**src/rtl/n2a_pkg.sv**
```systemverilog
// Package for the number to ASCII converter.
// Holds mode codes, field widths, ASCII offsets and the digit helpers.
// No dependencies.
package n2a_pkg;

  // Field widths of the input and result transactions.
  localparam int OP_W    = 2;
  localparam int VALUE_W = 64;
  localparam int CHAR_W  = 7;

  // Conversion mode codes.
  localparam logic [OP_W-1:0] OP_DEC   = 2'd0;
  localparam logic [OP_W-1:0] OP_HEX   = 2'd1;
  localparam logic [OP_W-1:0] OP_HEX12 = 2'd2;

  // Decimal conversion works on the low 32 bits and yields up to ten digits.
  localparam int DEC_BITS   = 32;
  localparam int DEC_DIGITS = 10;
  localparam int BCD_W      = DEC_DIGITS * 4;

  // Counter wide enough for the shift cycles and the digit count.
  localparam int CNT_W = 5;

  localparam logic [CHAR_W-1:0] ASCII_ZERO      = 7'd48;
  localparam logic [CHAR_W-1:0] ASCII_ALPHA_OFS = 7'd55;

  typedef logic [3:0] nibble_t;

  // Maps one hex or BCD digit to its uppercase ASCII code.
  function automatic logic [CHAR_W-1:0] nibble_to_ascii(input nibble_t nib);
    logic [CHAR_W-1:0] ext;
    ext = {3'b000, nib};
    if (nib < 4'd10) begin
      return ext + ASCII_ZERO;
    end else begin
      return ext + ASCII_ALPHA_OFS;
    end
  endfunction

  // One double-dabble correction: a BCD digit of five or more gets three added.
  function automatic nibble_t bcd_adjust(input nibble_t d);
    if (d >= 4'd5) begin
      return d + 4'd3;
    end else begin
      return d;
    end
  endfunction

endpackage

```
**src/rtl/number_to_ascii_converter_top.sv**
```systemverilog
// Top level of the number to ASCII converter: decimal and hex digit emission.
// Depends on n2a_pkg for mode codes, widths and digit helpers.
//
//   Channel | Ports                          | Direction
//   --------+--------------------------------+----------
//   input   | in_valid in_stall in_op in_value | in (stall out)
//   result  | out_valid out_stall out_char_code out_last | out (stall in)
//
// Hex modes: the value is loaded, then one character per cycle unless the result is stalled
// (2 to 16 characters). Decimal mode: serial binary to BCD shifting, then leading zero
// digits are dropped (up to 9), then emission starts with one character per cycle unless
// the result is stalled (1 to 10 characters).
// One number is worked on at a time; in_stall stays high until its last
// character has been loaded into the output register.
// Reset (synchronous, active low) returns the controller to idle and empties the
// output register. A stalled result only holds the emission step.
module number_to_ascii_converter_top (
  input  logic                          clk,
  input  logic                          rst_n,
  input  logic                          in_valid,
  output logic                          in_stall,
  input  logic [n2a_pkg::OP_W-1:0]      in_op,
  input  logic [n2a_pkg::VALUE_W-1:0]   in_value,
  output logic                          out_valid,
  input  logic                          out_stall,
  output logic [n2a_pkg::CHAR_W-1:0]    out_char_code,
  output logic                          out_last
);
  import n2a_pkg::*;

  localparam logic [1:0] ST_IDLE = 2'd0;
  localparam logic [1:0] ST_CONV = 2'd1;
  localparam logic [1:0] ST_SKIP = 2'd2;
  localparam logic [1:0] ST_EMIT = 2'd3;

  logic [1:0]         state_r, state_nxt;
  logic [CNT_W-1:0]   cnt_r, cnt_nxt;
  logic [VALUE_W-1:0] data_r, data_nxt;
  logic [BCD_W-1:0]   bcd_r, bcd_nxt;
  logic               out_valid_r, out_valid_nxt;
  logic [CHAR_W-1:0]  out_char_r, out_char_nxt;
  logic               out_last_r, out_last_nxt;

  logic               in_accept;
  logic               out_free;
  logic [BCD_W-1:0]   bcd_adj;
  logic [BCD_W-1:0]   bcd_shift;
  nibble_t            top_nib;

  assign in_stall  = (state_r != ST_IDLE);
  assign in_accept = in_valid && !in_stall;
  assign out_free  = !out_valid_r || !out_stall;
  assign top_nib   = data_r[VALUE_W-1 -: 4];

  // Double-dabble step: correct each BCD digit, then shift in the next binary bit.
  always_comb begin
    for (int i = 0; i < DEC_DIGITS; i++) begin
      bcd_adj[i*4 +: 4] = bcd_adjust(bcd_r[i*4 +: 4]);
    end
    bcd_shift = {bcd_adj[BCD_W-2:0], data_r[VALUE_W-1]};
  end

  // Controller and datapath next-state logic.
  always_comb begin
    state_nxt     = state_r;
    cnt_nxt       = cnt_r;
    data_nxt      = data_r;
    bcd_nxt       = bcd_r;
    out_valid_nxt = out_valid_r && out_stall;
    out_char_nxt  = out_char_r;
    out_last_nxt  = out_last_r;

    unique case (state_r)
      ST_IDLE: begin
        if (in_accept) begin
          case (in_op)
            OP_DEC: begin
              data_nxt  = {in_value[DEC_BITS-1:0], {(VALUE_W-DEC_BITS){1'b0}}};
              bcd_nxt   = '0;
              cnt_nxt   = CNT_W'(DEC_BITS - 1);
              state_nxt = ST_CONV;
            end
            OP_HEX: begin
              // Align the first digit to the top nibble of the shift register.
              if (in_value[63:32] != '0) begin
                data_nxt = in_value;
                cnt_nxt  = CNT_W'(15);
              end else if (in_value[31:16] != '0) begin
                data_nxt = {in_value[31:0], 32'd0};
                cnt_nxt  = CNT_W'(7);
              end else if (in_value[15:8] != '0) begin
                data_nxt = {in_value[15:0], 48'd0};
                cnt_nxt  = CNT_W'(3);
              end else begin
                data_nxt = {in_value[7:0], 56'd0};
                cnt_nxt  = CNT_W'(1);
              end
              state_nxt = ST_EMIT;
            end
            OP_HEX12: begin
              data_nxt  = {in_value[47:0], 16'd0};
              cnt_nxt   = CNT_W'(11);
              state_nxt = ST_EMIT;
            end
            default: begin
              // Unused mode: the transaction is taken and dropped.
              state_nxt = ST_IDLE;
            end
          endcase
        end
      end
      ST_CONV: begin
        data_nxt = {data_r[VALUE_W-2:0], 1'b0};
        if (cnt_r == '0) begin
          // Conversion done: move the ten BCD digits to the top of the shift register.
          data_nxt  = {bcd_shift, {(VALUE_W-BCD_W){1'b0}}};
          cnt_nxt   = CNT_W'(DEC_DIGITS - 1);
          state_nxt = ST_SKIP;
        end else begin
          bcd_nxt = bcd_shift;
          cnt_nxt = cnt_r - 1'b1;
        end
      end
      ST_SKIP: begin
        // Drop leading zero digits, but always keep the last one.
        if (top_nib == 4'd0 && cnt_r != '0) begin
          data_nxt = {data_r[VALUE_W-5:0], 4'd0};
          cnt_nxt  = cnt_r - 1'b1;
        end else begin
          state_nxt = ST_EMIT;
        end
      end
      ST_EMIT: begin
        if (out_free) begin
          out_valid_nxt = 1'b1;
          out_char_nxt  = nibble_to_ascii(top_nib);
          out_last_nxt  = (cnt_r == '0);
          data_nxt      = {data_r[VALUE_W-5:0], 4'd0};
          if (cnt_r == '0) begin
            state_nxt = ST_IDLE;
          end else begin
            cnt_nxt = cnt_r - 1'b1;
          end
        end
      end
      default: begin
        state_nxt = ST_IDLE;
      end
    endcase
  end

  // Control registers.
  always_ff @(posedge clk) begin
    if (!rst_n) begin
      state_r     <= ST_IDLE;
      out_valid_r <= 1'b0;
      cnt_r       <= '0;
    end else begin
      state_r     <= state_nxt;
      out_valid_r <= out_valid_nxt;
      cnt_r       <= cnt_nxt;
    end
  end

  // Payload registers.
  always_ff @(posedge clk) begin
    data_r     <= data_nxt;
    bcd_r      <= bcd_nxt;
    out_char_r <= out_char_nxt;
    out_last_r <= out_last_nxt;
  end

  assign out_valid     = out_valid_r;
  assign out_char_code = out_char_r;
  assign out_last      = out_last_r;

endmodule

```
**config.mk**
```make
export PLATFORM = sky130hd
export DESIGN_NAME = number_to_ascii_converter_top
export DESIGN_NICKNAME = d
export VERILOG_FILES = /design/src/rtl/n2a_pkg.sv /design/src/rtl/number_to_ascii_converter_top.sv
export SDC_FILE = /design/constraint.sdc
export NUM_CORES = 1
export LEC_CHECK = 0
export BUFFER_PORTS_ARGS = -buffer_cell sky130_fd_sc_hd__buf_2
export CAP_MARGIN = 10
export CELL_PAD_IN_SITES_DETAIL_PLACEMENT = 0
export CELL_PAD_IN_SITES_GLOBAL_PLACEMENT = 2
export CORE_MARGIN = 3
export CORE_UTILIZATION = 30
export CTS_CLUSTER_DIAMETER = 50
export DETAILED_ROUTE_END_ITERATION = 10
export PLACE_DENSITY_LB_ADDON = 0.2
export SLEW_MARGIN = 15
export SYNTH_ARGS = -nofsm -noshare
export SYNTH_HDL_FRONTEND = slang
export SYNTH_SLANG_ARGS = --single-unit
```
**constraint.sdc**
```tcl
create_clock -name clk -period 6.07 [get_ports clk]
set_clock_uncertainty 0.2 [all_clocks]
set_input_delay 0.607 -clock clk [delete_from_list [all_inputs] [get_ports clk]]
set_output_delay 0.607 -clock clk [all_outputs]
set_load 0.03 [all_outputs]
```
After elaboration in Yosys (flattened, before gate mapping)
Cells that the tools add are included.

Mux-type cells: 43. Reduce and logical (&&, ||, !) cells: 23. Add/subtract/negate cells: 13. Magnitude comparators: 11. Eq/ne operators: 15.

Operators by type and width (count): 64-bit two-way mux (7); 64-bit one-hot mux with 4 select lines (1); 64-bit one-hot mux with 3 select lines (1); 40-bit two-way mux (3); 40-bit one-hot mux with 2 select lines (1); 4-bit by 3-bit >= comparator with 1-bit output (second input constant) (10); 4-bit two-way mux (10); 4-bit by 2-bit adder with 4-bit output (second input constant) (9); 32-bit nonzero test (1); 5-bit two-way mux (5); 5-bit one-hot mux with 4 select lines (1); 2-bit inequality test (second input constant) (8); 16-bit nonzero test (1); 5-bit one-hot mux with 3 select lines (1); 4-bit by 6-bit adder with 7-bit output (second input constant) (2); 2-bit two-way mux (6); 5-bit AND reduction (2); 2-bit one-hot mux with 4 select lines (1); 4-bit AND reduction (2); 8-bit nonzero test (1); 7-bit two-way mux (1); 2-bit == test (second input constant) (3); 3-bit two-way mux (2); 5-bit logical NOT (1); 17 further kinds (25).

Logic and storage cells: 112. Input bits: 70. Bits in registers: 120. Output and inout port bits: 10.

Logic depth before layout (Yosys ltp)
Depth in word-level cells: 7. Mapped depth: 11.

Worst setup path before layout
No wires, ideal clock.

Kind: input -> register. Start: input in_op[1] (netlist bit). End: register data_r[0], enable pin. Cell stages on the path: 6. Library setup time: 0.507 ns. Path slack: 0.975 ns. Arrival time: 4.388 ns. Data required time: 5.363 ns. Path through: inv_1 ha_1 clkbuf_1 or4b_2 o211ai_1 a21oi_1.

Cells in the longest elaborated chain, start to end: 3. Elaborated cells on any way between the ends: 5. Classes of those cells: 3 x eq/ne; 2 x reduce/logical.

Ends and longest elaborated chain: start, declared (RTL line number_to_ascii_converter_top.sv:22) `input logic [n2a_pkg::OP_W-1:0] in_op,`; 2-bit by 1-bit == test with 1-bit output (tied with other cells) (RTL line number_to_ascii_converter_top.sv:76) `case (in_op)`; 4-bit by 1-bit inequality test with 1-bit output (no line) (*); 4-bit AND reduction (no line) (*); end signal, assigned (RTL line number_to_ascii_converter_top.sv:167) `data_r <= data_nxt;`; end, declared (RTL line number_to_ascii_converter_top.sv:38) `logic [VALUE_W-1:0] data_r, data_nxt;`.

Every way passes the cells marked *; elsewhere a longest branch is shown, timed or not. A chain may end at the register's enable or synchronous reset.

Final worst setup path
Start: register cnt_r[0]. End: register cnt_r[2].

Cells in the longest elaborated chain, start to end: 4. Elaborated cells on any way between the ends: 12. Classes of those cells: 1 x add/sub; 2 x eq/ne; 5 x mux; 4 x reduce/logical.

Ends and longest elaborated chain: start, declared (RTL line number_to_ascii_converter_top.sv:37) `logic [CNT_W-1:0] cnt_r, cnt_nxt;`; start signal, assigned (RTL line number_to_ascii_converter_top.sv:161) `cnt_r <= cnt_nxt;`; 5-bit by 1-bit subtractor with 5-bit output / 5-bit nonzero test (equally long branches); 5-bit two-way mux / 1-bit logical AND (equally long branches) (RTL line number_to_ascii_converter_top.sv:139, number_to_ascii_converter_top.sv:126); 5-bit two-way mux / 2-bit inequality test (equally long branches); 5-bit one-hot mux with 4 select lines / 5-bit AND reduction (equally long branches).

Parallel ways exist; a longest one is shown, timed or not. The select of a mux whose other input is x is not followed.

==> results.yml <==
floorplan:
  io_pins: 80
  num_rows: 58
  start_util: 0.3085
  die_w_um: 167.6
  dieArea_mm2: 0.02810
  core_area_mm2: 0.02540
  die_y_um: 167.6
setup_path:
  reg2regPathDepth: 9
  cp_slowest_cell: "nor2_2"
  worstSetupPathType: "flop to flop"
  endpoint_kind: "flop"
  critPathMaxStageDelay_ps: 1190
  cp_num_cells: 9
  cp_max_fo: 30
  cpMostUsedCell: "o21ai_0"
  path_cells: "inv_1, ha_1, or4b_4, clkinv_1, nor2_2, nor2_1, o21ai_0, a22oi_1, o21ai_0"
  critPathArrivalTime_ps: 4140
  required_ps: 6210
  critPathBufInv: 2
  start_kind: "flop"
  cp_top_family: "simple AND/OR/NAND/NOR gates"
power_and_ir_drop:
  pwr-share-clk: 0.245
  peakVddDrop_uv: 263.7
  netSwitchingPower_uw: 1797
  pwr_density_cell_mw_per_mm2: 485.6
  swShare: 0.4067
  combPwrFrac: 0.384
  seqPwrFrac: 0.371
  p_leak_uw: 0.003393
  p_int_uw: 2622
sta:
  finalSetupViolations: 0
  slew_violations: 0
  hold_viol: 0
  finalWorstSetupSlack_ps: 2070
  period_needed_ps: 4000
  relSlewSlack: 0.1563
  whs_ps: 263.7
  worst_pin_slew_ps: 1263
  fin_setup_tns_ps: 0
  post-route-period-util: 0.6590
  max_freq_ghz: 0.2500
  rsz0062_at_grt: "no"
clock_network:
  ctsRootBufferMaster: "clkbuf_16"
  postCtsSetupRepairBufs: 0
  numCtsBuffers: 17
  path_clk_slew_ps: 60
  cts_resized: 0
  cts.sinks: 120
  clock_latency_ps: 430
  cts_tree: "built"
  hold_buffers: 0
  cts_max_level: 4
  cts.path.max_buffers: 2
yosys:
  synthCells: 821
  synth_area_per_cell_um2: 9.545
  synth-edff-count: 112
  synth_top_area_frac: 0.4292
  ys_ff_latch: 120
  seq_area_frac_synth: 0.4496
  synthesis.nets: 923
  synth_area_leader_cell: "edfxtp_1"
  async_flop_share: 0
  synth.distinct_cells: 60
  ys_warn_count: 0
  syn_area_mm2: 0.007836
  synthFlopType: "edfxtp_1"
  ys_top_cells_by_area: "edfxtp_1 43%, a21oi_1 5.9%, ha_1 5.1%, nand2_1 4.6%, o21ai_0 3.2%"
layout:
  final_area_mm2: 0.009100
  diodes: 0
  syn_to_final_growth_pct: 16.13
  nets: 976
  drive_above_1_share: 0.1499
place:
  place_ws_ps: 2180
  gp_congestion: 0.9389
  io_buffers: 79
  dp_hpwl_um: 21200
  place_area_mm2: 0.008489
route:
  ant_nets: 0
  vias: 7093
  drtIter0Drc: 720
  vias_per_cell: 5.828
  avgRoutedWirePerCell_um: 23.99
  drc_errors: 0
  firstDrtPassIters: 5
  routed_wl_um: 29190
flow_run:
  drv_cap: 0
worst_hold_path:
  hp-class: "primary input to flop"
  worstHoldPathCells: 3
grt:
  track_usage: 0.2040
  antenna_found_initial: 0
  overflow: 0
  grt_pass1_wl_um: 43890
  grt_max_degree: 67
  grt_pass1_vias: 6980
outcome:
  status: "finished, final reports clean"
cells in the mapped netlist (all sizes together), types with 15 or more instances:
cell and number:
a22oi 33, nand2 95, o21ai 51, a21oi 93, and2 29, edfxtp 112
buf 16, a222oi 18, nor2 44, clkbuf 38, o211ai 15, inv 42
ha 32
power groups by stage:
| stage | registers (uW) | clock network [uW] | logic (uW) |
|---|---|---|---|
| after global routing | 1670 | 1130 | 1860 |
| after CTS | 1630 | 1090 | 1690 |
| after floorplan | 1580 | 0 | 1170 |
| final | 1640 | 1080 | 1700 |
| after detailed placement | 1650 | 0 | 1680 |
| after global placement | 1640 | 0 | 1660 |
final cells by class:
cell class	instances	area, um^2
fillers	2619	16300
clock buffers	19	432.9
multi-input cells	604	3929
inverters	43	161.4
clock inverters	13	177.7
well taps	330	412.9
flip-flops and latches	120	3523
repair buffers	88	462.9
per-stage QoR:
stage | instances | util | power (uW)
after floorplan | 821 | - | 2746
after global placement | 1185 | 0.3342 | 3305
after detailed placement | 1185 | 0.3342 | 3327
after CTS | 1217 | 0.3583 | 4412
after global routing | 1217 | 0.3583 | 4665
final | 1217 | 0.3583 | 4419
logic make-up after synthesis:
kind of cell | synth area share
AO/OA/AOI/OAI | 0.2601
AND/OR/NAND/NOR | 0.1625
flip-flops | 0.4496
buffers and inverters | 0.05285
adder cells (fa/ha/maj) | 0.05109
XOR/XNOR | 0.01229
multiplexers | 0.01150
layout by cell type, fill, tap and decap left out, drive strengths merged, types with 10 or more instances in the layout:
| master | Yosys | layout |
|---|---|---|
| o21ai | 51 | 51 |
| a22oi | 33 | 33 |
| nand3 | 10 | 10 |
| nor2b | 14 | 14 |
| xnor2 | 11 | 11 |
| a21boi | 13 | 13 |
| ha | 32 | 32 |
| clkbuf | 38 | 19 |
| o211ai | 15 | 15 |
| nand2b | 13 | 13 |
| inv | 42 | 43 |
| nor4 | 14 | 14 |
| a21oi | 93 | 93 |
| nor2 | 44 | 44 |
| nand2 | 95 | 95 |
| a221o | 12 | 12 |
| edfxtp | 112 | 112 |
| a222oi | 18 | 18 |
| buf | 16 | 88 |
| and2 | 29 | 29 |
worst register-to-register path: stages (launching register included):
cell and delay [ps]:
dfxtp_1 350, inv_1 60, ha_1 220, or4b_4 450, clkinv_1 800, nor2_2 1190
nor2_1 120, o21ai_0 200, a22oi_1 100, o21ai_0 210
worst paths after layout:
path	start	to	slack [ps]
min reg2reg	cnt_r[0]$_SDFFE_PN0P_	cnt_r[0]$_SDFFE_PN0P_	270
max	cnt_r[0]$_SDFFE_PN0P_	cnt_r[2]$_SDFFE_PN0P_	2070
min	out_stall	out_valid$_SDFF_PN0_	260
max reg2reg	cnt_r[0]$_SDFFE_PN0P_	cnt_r[2]$_SDFFE_PN0P_	2070
flip-flops by register name, summed over array words and instances (netlist names):
name and count:
data_r 64, out_char_code 7, out_valid 1, out_last 1
bcd_r 40, cnt_r 5, state_r 2
metal layers:
| metal | track usage | routed length [um] | share of wire |
|---|---|---|---|
| met5 | 0 | 0 | 0 |
| met4 | 0.04945 | 461 | 0.016 |
| met3 | 0.04297 | 2194 | 0.075 |
| met2 | 0.3179 | 13230 | 0.45 |
| met1 | 0.2910 | 13310 | 0.46 |
No activity file was read; power rests on OpenSTA's default activity.
